$ cat src/sv/touch_keypad_switch_io_device_macros.svh
// ----------------------------------------------------------------------------
// touch keypad / switch io device assertion macros
// shared assertion wrappers, clocked on i_clk and disabled in reset
// ----------------------------------------------------------------------------
`ifndef TOUCH_KEYPAD_SWITCH_IO_DEVICE_MACROS_SVH
`define TOUCH_KEYPAD_SWITCH_IO_DEVICE_MACROS_SVH

// concurrent check under the block clock and reset
`define TKSIO_ASSERT(lbl, prop, msg) \
    lbl: assert property (@(posedge i_clk) disable iff (!i_rst_n) prop) else $error(msg);

// implication check: when cond holds, prop must hold in the same cycle
`define TKSIO_ASSERT_IMP(lbl, cond, prop, msg) \
    lbl: assert property (@(posedge i_clk) disable iff (!i_rst_n) (cond) |-> (prop)) \
        else $error(msg);

// next-cycle check: when cond holds, prop must hold in the following cycle
`define TKSIO_ASSERT_NEXT(lbl, cond, prop, msg) \
    lbl: assert property (@(posedge i_clk) disable iff (!i_rst_n) (cond) |=> (prop)) \
        else $error(msg);

`endif

$ cat src/sv/tksio_pkg.sv
// ----------------------------------------------------------------------------
// tksio_pkg
// shared types and constants of the touch keypad / switch io device
// ----------------------------------------------------------------------------
package tksio_pkg;

    // digit storage
    localparam int MAX_DIGITS     = 8;
    localparam int DEF_NUM_DIGITS = 8;

    // item function codes
    localparam logic [1:0] FUNC_TOUCH = 2'd0;
    localparam logic [1:0] FUNC_WRITE = 2'd1;
    localparam logic [1:0] FUNC_READ  = 2'd2;

    // bus register addresses
    localparam logic [2:0] ADDR_SWITCH = 3'd0;
    localparam logic [2:0] ADDR_KEYMAT = 3'd1;
    localparam logic [2:0] ADDR_DIGSEL = 3'd2;
    localparam logic [2:0] ADDR_SEGDAT = 3'd3;
    localparam logic [2:0] ADDR_BAR1   = 3'd4;
    localparam logic [2:0] ADDR_BAR2   = 3'd5;

    // touch grid geometry in pixels
    localparam int KEY_LEFT = 113;
    localparam int KEY_TOP  = 37;
    localparam int SW_LEFT  = 27;
    localparam int SW_TOP   = 67;
    localparam int CELL     = 30;

    // keypad row select codes
    localparam logic [3:0] ROW_SEL0 = 4'b0001;
    localparam logic [3:0] ROW_SEL1 = 4'b0010;
    localparam logic [3:0] ROW_SEL2 = 4'b0100;
    localparam logic [3:0] ROW_SEL3 = 4'b1000;

    // controller to datapath commands
    typedef struct packed {
        logic load;   // capture the accepted item
        logic exec;   // apply the item and register its result
    } t_dp_cmd;

endpackage

$ cat src/sv/tksio_ctrl.sv
// ----------------------------------------------------------------------------
// tksio_ctrl
// sequencer: accept one item, execute it, then hold the result until taken
// ----------------------------------------------------------------------------
module tksio_ctrl (
    input  logic              i_clk,
    input  logic              i_rst_n,
    input  logic              i_in_valid,
    output logic              o_in_ready,
    output logic              o_out_valid,
    input  logic              i_out_ready,
    output tksio_pkg::t_dp_cmd o_cmd
);

    typedef enum logic [1:0] {
        S_IDLE,
        S_EXEC,
        S_OUT
    } t_state;

    t_state r_state, n_state;
    logic   r_in_ready, n_in_ready;
    logic   r_out_valid, n_out_valid;

    // next state
    always_comb begin
        n_state     = r_state;
        n_in_ready  = r_in_ready;
        n_out_valid = r_out_valid;
        case (r_state)
            S_IDLE: begin
                if (i_in_valid) begin
                    n_state    = S_EXEC;
                    n_in_ready = 1'b0;
                end
            end
            S_EXEC: begin
                n_state     = S_OUT;
                n_out_valid = 1'b1;
            end
            S_OUT: begin
                if (i_out_ready) begin
                    n_state     = S_IDLE;
                    n_out_valid = 1'b0;
                    n_in_ready  = 1'b1;
                end
            end
            default: begin
                n_state     = S_IDLE;
                n_out_valid = 1'b0;
                n_in_ready  = 1'b1;
            end
        endcase
    end

    // state and registered handshake outputs
    always_ff @(posedge i_clk) begin
        if (!i_rst_n) begin
            r_state     <= S_IDLE;
            r_in_ready  <= 1'b1;
            r_out_valid <= 1'b0;
        end else begin
            r_state     <= n_state;
            r_in_ready  <= n_in_ready;
            r_out_valid <= n_out_valid;
        end
    end

    assign o_in_ready  = r_in_ready;
    assign o_out_valid = r_out_valid;
    assign o_cmd.load  = i_in_valid && r_in_ready;
    assign o_cmd.exec  = (r_state == S_EXEC);

endmodule

$ cat src/sv/tksio_datapath.sv
// ----------------------------------------------------------------------------
// tksio_datapath
// item capture, touch hit test, bus register file and result register
// ----------------------------------------------------------------------------
module tksio_datapath #(
    parameter int NUM_DIGITS = tksio_pkg::DEF_NUM_DIGITS
) (
    input  logic               i_clk,
    input  logic               i_rst_n,
    input  tksio_pkg::t_dp_cmd i_cmd,
    input  logic [1:0]         i_func,
    input  logic [7:0]         i_touch_x,
    input  logic [7:0]         i_touch_y,
    input  logic [2:0]         i_reg_addr,
    input  logic [7:0]         i_write_data,
    output logic [7:0]         o_read_data,
    output logic [63:0]        o_segment_image,
    output logic [15:0]        o_bar_image
);

    // captured item
    logic [1:0] r_func;
    logic [7:0] r_x;
    logic [7:0] r_y;
    logic [2:0] r_addr;
    logic [7:0] r_wdata;

    // device state
    logic [15:0] r_key_bits;
    logic [3:0]  r_switch_bits;
    logic [7:0]  r_digit_mask;
    logic [3:0]  r_row_sel;
    logic [7:0]  r_digit [NUM_DIGITS];
    logic [7:0]  r_bar1;
    logic [7:0]  r_bar2;
    logic [7:0]  r_read_data;

    // hit test results
    logic [3:0]  key_col_hit;
    logic [3:0]  key_row_hit;
    logic [1:0]  sw_col_hit;
    logic [1:0]  sw_row_hit;
    logic [15:0] keys;
    logic [3:0]  sws;
    logic [3:0]  row_nibble;
    logic [7:0]  rd;

    // item capture
    always_ff @(posedge i_clk) begin
        if (i_cmd.load) begin
            r_func  <= i_func;
            r_x     <= i_touch_x;
            r_y     <= i_touch_y;
            r_addr  <= i_reg_addr;
            r_wdata <= i_write_data;
        end
    end

    // inclusive interval compares per grid column and row
    always_comb begin
        for (int c = 0; c < 4; c++) begin
            key_col_hit[c] = ({1'b0, r_x} >= 9'(tksio_pkg::KEY_LEFT + c * tksio_pkg::CELL))
                && ({1'b0, r_x} <= 9'(tksio_pkg::KEY_LEFT + (c + 1) * tksio_pkg::CELL));
            key_row_hit[c] = ({1'b0, r_y} >= 9'(tksio_pkg::KEY_TOP + c * tksio_pkg::CELL))
                && ({1'b0, r_y} <= 9'(tksio_pkg::KEY_TOP + (c + 1) * tksio_pkg::CELL));
        end
        for (int c = 0; c < 2; c++) begin
            sw_col_hit[c] = ({1'b0, r_x} >= 9'(tksio_pkg::SW_LEFT + c * tksio_pkg::CELL))
                && ({1'b0, r_x} <= 9'(tksio_pkg::SW_LEFT + (c + 1) * tksio_pkg::CELL));
            sw_row_hit[c] = ({1'b0, r_y} >= 9'(tksio_pkg::SW_TOP + c * tksio_pkg::CELL))
                && ({1'b0, r_y} <= 9'(tksio_pkg::SW_TOP + (c + 1) * tksio_pkg::CELL));
        end
        // key bit 4*row+col, switch bit 2*col+row
        for (int r = 0; r < 4; r++) begin
            for (int c = 0; c < 4; c++) begin
                keys[4 * r + c] = key_row_hit[r] && key_col_hit[c];
            end
        end
        for (int c = 0; c < 2; c++) begin
            for (int r = 0; r < 2; r++) begin
                sws[2 * c + r] = sw_col_hit[c] && sw_row_hit[r];
            end
        end
    end

    // selected keypad row, zero when selection is not one-hot
    always_comb begin
        case (r_row_sel)
            tksio_pkg::ROW_SEL0: row_nibble = r_key_bits[3:0];
            tksio_pkg::ROW_SEL1: row_nibble = r_key_bits[7:4];
            tksio_pkg::ROW_SEL2: row_nibble = r_key_bits[11:8];
            tksio_pkg::ROW_SEL3: row_nibble = r_key_bits[15:12];
            default:             row_nibble = 4'd0;
        endcase
    end

    // bus read mux
    always_comb begin
        rd = 8'd0;
        if (r_func == tksio_pkg::FUNC_READ) begin
            case (r_addr)
                tksio_pkg::ADDR_SWITCH: rd = {4'd0, r_switch_bits};
                tksio_pkg::ADDR_KEYMAT: rd = {4'd0, row_nibble};
                default:                rd = 8'd0;
            endcase
        end
    end

    // state update and result register
    always_ff @(posedge i_clk) begin
        if (!i_rst_n) begin
            r_key_bits    <= 16'd0;
            r_switch_bits <= 4'd0;
            r_digit_mask  <= 8'd0;
            r_row_sel     <= 4'd0;
            r_bar1        <= 8'd0;
            r_bar2        <= 8'd0;
            r_read_data   <= 8'd0;
            for (int k = 0; k < NUM_DIGITS; k++) begin
                r_digit[k] <= 8'd0;
            end
        end else if (i_cmd.exec) begin
            r_read_data <= rd;
            if (r_func == tksio_pkg::FUNC_TOUCH) begin
                r_key_bits    <= keys;
                r_switch_bits <= sws;
            end else if (r_func == tksio_pkg::FUNC_WRITE) begin
                case (r_addr)
                    tksio_pkg::ADDR_KEYMAT: r_row_sel    <= r_wdata[7:4];
                    tksio_pkg::ADDR_DIGSEL: r_digit_mask <= r_wdata;
                    tksio_pkg::ADDR_SEGDAT: begin
                        for (int k = 0; k < NUM_DIGITS; k++) begin
                            if (r_digit_mask[k]) begin
                                r_digit[k] <= r_wdata;
                            end
                        end
                    end
                    tksio_pkg::ADDR_BAR1:   r_bar1 <= r_wdata;
                    tksio_pkg::ADDR_BAR2:   r_bar2 <= r_wdata;
                    default: ;
                endcase
            end
        end
    end

    // latched display images
    for (genvar k = 0; k < tksio_pkg::MAX_DIGITS; k++) begin : g_seg
        if (k < NUM_DIGITS) begin : g_used
            assign o_segment_image[8 * k +: 8] = r_digit[k];
        end else begin : g_unused
            assign o_segment_image[8 * k +: 8] = 8'd0;
        end
    end

    assign o_bar_image = {r_bar2, r_bar1};
    assign o_read_data = r_read_data;

endmodule

$ cat src/sv/touch_keypad_switch_io_device.sv
// Result: valid once the controller has moved through S_EXEC into S_OUT after the
// accept; held until taken. The controller sequences one item at a time through
// the datapath, so a new item is accepted only after the last result is taken.
// Reset: synchronous active-low i_rst_n clears keys, switches, selects, digit
// and bar patterns and the result register; ready is high from the first reset edge.
// ----------------------------------------------------------------------------
// touch_keypad_switch_io_device
// top level: touch hit test into keypad/switch bits plus a small bus register
// file for segment digits, bar LEDs and keypad row scan
// ----------------------------------------------------------------------------
`include "touch_keypad_switch_io_device_macros.svh"

module touch_keypad_switch_io_device #(
    parameter int NUM_DIGITS = tksio_pkg::DEF_NUM_DIGITS
) (
    input  logic        i_clk,
    input  logic        i_rst_n,
    input  logic        i_in_valid,
    output logic        o_in_ready,
    input  logic [1:0]  i_func,
    input  logic [7:0]  i_touch_x,
    input  logic [7:0]  i_touch_y,
    input  logic [2:0]  i_reg_addr,
    input  logic [7:0]  i_write_data,
    output logic        o_out_valid,
    input  logic        i_out_ready,
    output logic [7:0]  o_read_data,
    output logic [63:0] o_segment_image,
    output logic [15:0] o_bar_image
);

    tksio_pkg::t_dp_cmd cmd;
    logic               in_take;

    // sequencer
    tksio_ctrl u_ctrl (
        .i_clk       (i_clk),
        .i_rst_n     (i_rst_n),
        .i_in_valid  (i_in_valid),
        .o_in_ready  (o_in_ready),
        .o_out_valid (o_out_valid),
        .i_out_ready (i_out_ready),
        .o_cmd       (cmd)
    );

    // datapath
    tksio_datapath #(
        .NUM_DIGITS (NUM_DIGITS)
    ) u_dp (
        .i_clk           (i_clk),
        .i_rst_n         (i_rst_n),
        .i_cmd           (cmd),
        .i_func          (i_func),
        .i_touch_x       (i_touch_x),
        .i_touch_y       (i_touch_y),
        .i_reg_addr      (i_reg_addr),
        .i_write_data    (i_write_data),
        .o_read_data     (o_read_data),
        .o_segment_image (o_segment_image),
        .o_bar_image     (o_bar_image)
    );

    // input item taken this cycle
    assign in_take = i_in_valid && o_in_ready;

    // checks
    `TKSIO_ASSERT(a_one_in_flight, !(o_out_valid && o_in_ready), "ready while result pending")
    `TKSIO_ASSERT_NEXT(a_accept_blocks, in_take, !o_in_ready && !o_out_valid, "busy after accept")
    `TKSIO_ASSERT_IMP(a_read_nibble, o_out_valid, o_read_data[7:4] == 4'd0, "upper nibble set")

endmodule
$ cat config.mk
export PLATFORM = sky130hd
export DESIGN_NAME = touch_keypad_switch_io_device
export DESIGN_NICKNAME = d
export VERILOG_FILES = /design/src/sv/tksio_pkg.sv /design/src/sv/tksio_ctrl.sv /design/src/sv/tksio_datapath.sv /design/src/sv/touch_keypad_switch_io_device.sv
export VERILOG_INCLUDE_DIRS = /design/src /design/src/sv
export SDC_FILE = /design/constraint.sdc
export NUM_CORES = 1
export LEC_CHECK = 0
export BUFFER_PORTS_ARGS = -buffer_cell sky130_fd_sc_hd__buf_2
export CORE_AREA = 2 2 112 114
export CTS_BUF_LIST = sky130_fd_sc_hd__clkbuf_16
export DETAILED_ROUTE_END_ITERATION = 10
export DIE_AREA = 0 0 114 116
export GPL_TIMING_DRIVEN = 0
export PLACE_DENSITY_LB_ADDON = 0.1
export SETUP_SLACK_MARGIN = 0.05
export SYNTH_ARGS = -nofsm -noshare
export SYNTH_HDL_FRONTEND = slang
export SYNTH_SLANG_ARGS = --single-unit
$ cat constraint.sdc
create_clock -name i_clk -period 1.8 [get_ports i_clk]
set_input_delay 0.45 -clock i_clk [delete_from_list [all_inputs] [get_ports i_clk]]
set_output_delay 0.45 -clock i_clk [all_outputs]
set_load 0.02 [all_outputs]
# Word-level counts from Yosys, hierarchy flattened
# Memory sizes are Yosys's and may differ from the RTL's.
# Index checks and enable logic that the tools add are counted.
# totals
ff_bits	89
wordCells	180
in_bits	33
memories	1
mem_bits_rw	64
out_inout_bits	90
# classes
n_lt_le_gt_ge	20
reduce_logical	42
bitwise	11
muxes	76
n_eq_ne	15
# memory_table
memory	depth	width	rd	rd_clocked_by_memory_dff	wr	line	rtl
u_dp.r_digit	8	8	8	0	8	tksio_datapath.sv:33	logic [7:0] r_digit [NUM_DIGITS];
# ops
operator	count
$mux W8	9
$mux W1	60
$le A8 B8 Y1 const B	5
$ge A8 B7 Y1 const B	4
$le A8 B7 Y1 const B	4
$logic_and A1 B1 Y1	31
$ge A8 B8 Y1 const B	3
$ge A8 B6 Y1 const B	2
$pmux W4 S4	1
$reduce_and A4 Y1	4
$ge A8 B5 Y1 const B	1
$le A8 B6 Y1 const B	1
$or A1 B1 Y1	8
$pmux W4 S2	1
$eq A3 B2 Y1 const B	2
$eq A3 B3 Y1 const B	2
$pmux W1 S3	2
$pmux W2 S3	1
$reduce_and A2 Y1	3
$eq A2 B1 Y1 const B	2
$eq A2 B2 Y1 const B	2
$eq A4 B1 Y1 const B	1
$eq A4 B2 Y1 const B	1
$eq A4 B3 Y1 const B	1
8 further kinds	13

# Logic depth before layout (Yosys ltp)
# logic_depth
word_depth	8
mapped_depth	5
ltp_nobuf	4

# Modules after synthesis
# Synthesis repeated with hierarchy kept, for this count alone.
# hier_totals
hier_cells	461
hier_area_um2	5809.3
# modules_own_cells
mod	instances	seq_area_each_um2	cells_each	area_each_um2
tksio_datapath	1	3833.7	447	5650.4
tksio_ctrl	1	80.1	14	158.9

# Worst setup path after synthesis
# Ideal clock, no wire load.
# synth_path
path_kind	flip-flop to flip-flop
start	reg u_dp.r_func[1]
end	mem u_dp.r_digit[0][0], enable pin
slack_ps	-18
path_stages_with_launch	6
required_ps	1471
n_path_buf	1
setup_time_ps	329
arrival_time_ps	1489
period_less_slack_ps	1818
path_cell_list	edfxtp_1 nand4bb_1 nor4bb_1 buf_2 nand2_1 nand2_1
# synth_lines
item	line	rtl
start, declared	tksio_datapath.sv:22	logic [1:0] r_func;
start signal, assigned	tksio_datapath.sv:51	r_func <= i_func;
end, declared	tksio_datapath.sv:33	

==> impl_metrics.env <==
export IMPL_synthCells=438
export IMPL_ys_ff_latch=149
export IMPL_worst_pin_slew_ps=741
export IMPL_cp_arrival_ps=1880
export IMPL_synth_top_area_share_pct=48.5
export IMPL_io_buffers=117
export IMPL_period_needed_ps=1770
export IMPL_wl_um=12800
export IMPL_crit_path_start_kind="flip-flop"
export IMPL_area_growth_pct=32.4
export IMPL_ctsRootBufferMaster="clkbuf_16"
export IMPL_synth_cell_types=57
export IMPL_grt_pass1_vias=3857
export IMPL_vdd_drop_max_mv=0.711
export IMPL_clk_latency_ps=420
export IMPL_grt_pass1_wl_um=19900
export IMPL_setup_violations=0
export IMPL_cts_buffers=17
export IMPL_crit_fanout=8
export IMPL_hold_violations=0
export IMPL_ys_warn_count=0
export IMPL_cpMaxStageDelayCell="edfxtp_1"
export IMPL_seqCellArea_um2=3920
export IMPL_antenna_cells=0
export IMPL_postRouteAntennaNets=0
export IMPL_wire_per_inst_um=17.1
export IMPL_hold_worst_slack_ps=208
export IMPL_multi_input_area_um2=2040
export IMPL_pre_cts_ws_ps=-314
export IMPL_ys_seq_area_share_pct=68.0
export IMPL_cp_end_kind="flip-flop"
export IMPL_fill_cells=927
export IMPL_clock_sinks=149
export IMPL_timing_final_ws_setup_ps=28.4
export IMPL_dieHeight_um=116
export IMPL_start_util_pct=48.3
export IMPL_die_area_um2=13200
export IMPL_cp_data_required_time_ps=1910
export IMPL_synth_edf_count=93
export IMPL_fin_nets=624
export IMPL_grt_overflow=0
export IMPL_cp_top_family="simple AND/OR/NAND/NOR gates"
export IMPL_stdcell_count=750
export IMPL_coreArea_um2=11900
export IMPL_fmax_mhz=564
export IMPL_status="complete, no violations"
export IMPL_avgSynthCellArea_um2=13.1
export IMPL_clk_pin_slew_ps=60
export IMPL_hold_buffers=0
export IMPL_netlist_area_um2=5760
export IMPL_gp_congestion=0.804
export IMPL_final_max_slew_viol_count=0
export IMPL_ctsLongestPathBuffers=2
export IMPL_synth_top_cell_by_area="edfxtp_1"
export IMPL_path_cells="nand4bb_4 > nor4bb_4 > buf_12 > nand2_2 > nand2_4"
export IMPL_finalCritPeriodShare_pct=98.4
export IMPL_grt_max_degree=30
export IMPL_rsz0062_at_grt="true"
export IMPL_cts_tree="built"
export IMPL_vias_per_cell=5.32
export IMPL_first_pass_iters=4
export IMPL_dp_hpwl_um=8710
export IMPL_h_tree_depth=4
export IMPL_synth_flop_cell="edfxtp_1"
export IMPL_dieWidth_um=114
export IMPL_hold_class="in -> reg"
export IMPL_grtUsageTotal_pct=20.0
export IMPL_power_mw=7.90
export IMPL_finClkSkew_ps=5.49
export IMPL_antenna_found_initial=0
export IMPL_yosysMostFrequentCell="edfxtp_1"
export IMPL_cap_violations=0
export IMPL_drc=0
export IMPL_io_pins=123
export IMPL_place_inst=705
export IMPL_fp_row_count=40
export IMPL_crit_buf_inv=1
export IMPL_via_count=3988
export IMPL_postSynth_asyncResetShare_pct=0
export IMPL_layout_drive_gt1_share_pct=38.6
export IMPL_synth_area_leaders="edfxtp_1, dfxtp_1, mux2i_1, nor2b_1, nor2_1"
export IMPL_relSlewSlack_pct=50.6
export IMPL_slowest_delay_ps=410
export IMPL_first_iter_violations=229
export IMPL_path_class="reg -> reg"
export IMPL_synth_commonest_cells="edfxtp_1, nor2_1, dfxtp_1, nor2b_1, nand2_1"
export IMPL_cellPowerDensity_nw_per_um2=1040
export IMPL_leakage_nw=3.04
[where the power goes]
group / internal [mW] / switching, mW / total, mW
logic: 0.176 / 0.329 / 0.504
registers: 3.75 / 0.0890 / 3.84
clock network: 2.27 / 1.28 / 3.55
[layout make-up]
type | count | area share, %
sequential | 149 | 51.4
multi-input combinational | 263 | 26.8
timing repair buffer | 132 | 9.37
clock buffer | 17 | 5.58
tap | 147 | 2.41
clock inverter | 14 | 2.20
buffer | 19 | 1.79
inverter | 9 | 0.443
[registers in the layout, indices dropped and copies added (netlist names)]
signal / flops
u_ctrl.o_in_ready: 1
u_dp.r_x: 8
u_dp.r_y: 8
u_dp.r_addr: 3
u_dp.o_read_data: 4
u_dp.r_digit_mask: 8
u_dp.r_row_sel: 4
u_dp.r_func: 2
u_ctrl.r_state: 2
u_dp.r_switch_bits: 4
u_ctrl.o_out_valid: 1
u_dp.r_bar1: 8
u_dp.r_bar2: 8
u_dp.r_wdata: 8
u_dp.r_key_bits: 16
u_dp.r_digit: 64
[cells by family after synthesis]
logic type      count (synthesis)  synth area share (%)
flops                         149                  68.0
mux                            29                  5.04
buf+inv                        29                  2.76
simple gates                  172                  15.6
compound gates                 58                  8.52
other cells                     1                0.0651
[cell usage in the layout (no fill, tap or decap), drive strengths merged, types with 6 or more instances in the layout]
master / synthesis / final
clkinv: 0 / 7
inv: 9 / 10
dfxtp: 56 / 56
nand2: 33 / 33
nor2: 61 / 61
buf: 14 / 145
clkbuf: 6 / 23
a22o: 13 / 13
mux2i: 29 / 29
nor2b: 41 / 41
a22oi: 9 / 9
a32o: 6 / 6
edfxtp: 93 / 93
nand4: 7 / 7
[path summary, 6_finish.rpt]
check,from,to,slack [ps],depth (start not counted)
setup / recovery,u_dp.r_func[1]$_DFFE_PP_,u_dp.r_digit[1][23]$_DFFE_PP_,30,5
hold / removal,i_touch_y[7],u_dp.r_y[7]$_DFFE_PP_,210,1
setup reg to reg,u_dp.r_func[1]$_DFFE_PP_,u_dp.r_digit[1][23]$_DFFE_PP_,30,5
hold reg to reg,u_dp.r_key_bits[6]$_SDFFE_PN0P_,u_dp.r_key_bits[6]$_SDFFE_PN0P_,460,1
[layer usage]
metal  GRT usage [%]  share of wire, %
met5               0                 0
met1            27.7                47
met2            29.7                45
met4            8.29               1.3
met3            5.75               6.6
[stage by stage]
stage	TNS [ps]	area (um^2)	utilization (%)
6_report	0	7620	64.0
5_1_grt	-2060	7620	64.0
4_1_cts	0	7430	62.4
3_5_place_dp	-24660	6550	55.0
3_3_place_gp	-16730	6550	55.0
2_1_floorplan	0	5780	-
[worst reg2reg max path: cells and delay by family, from the launching register on]
kind | cells | cell delay [ps]
simple gates | 4 | 810
flops | 1 | 410
buf+inv | 1 | 240
[what timing repair did]
| item | CTS | global route |
|---|---|---|
| endpoints found under the setup margin | 159 | 96 |
| pin swaps | 6 | 6 |
| hold endpoints to repair | 0 | 0 |
| setup buffers | 5 | 10 |
| resized for setup | 50 | 28 |
Note: power is estimated with default switching activity, not from simulation.
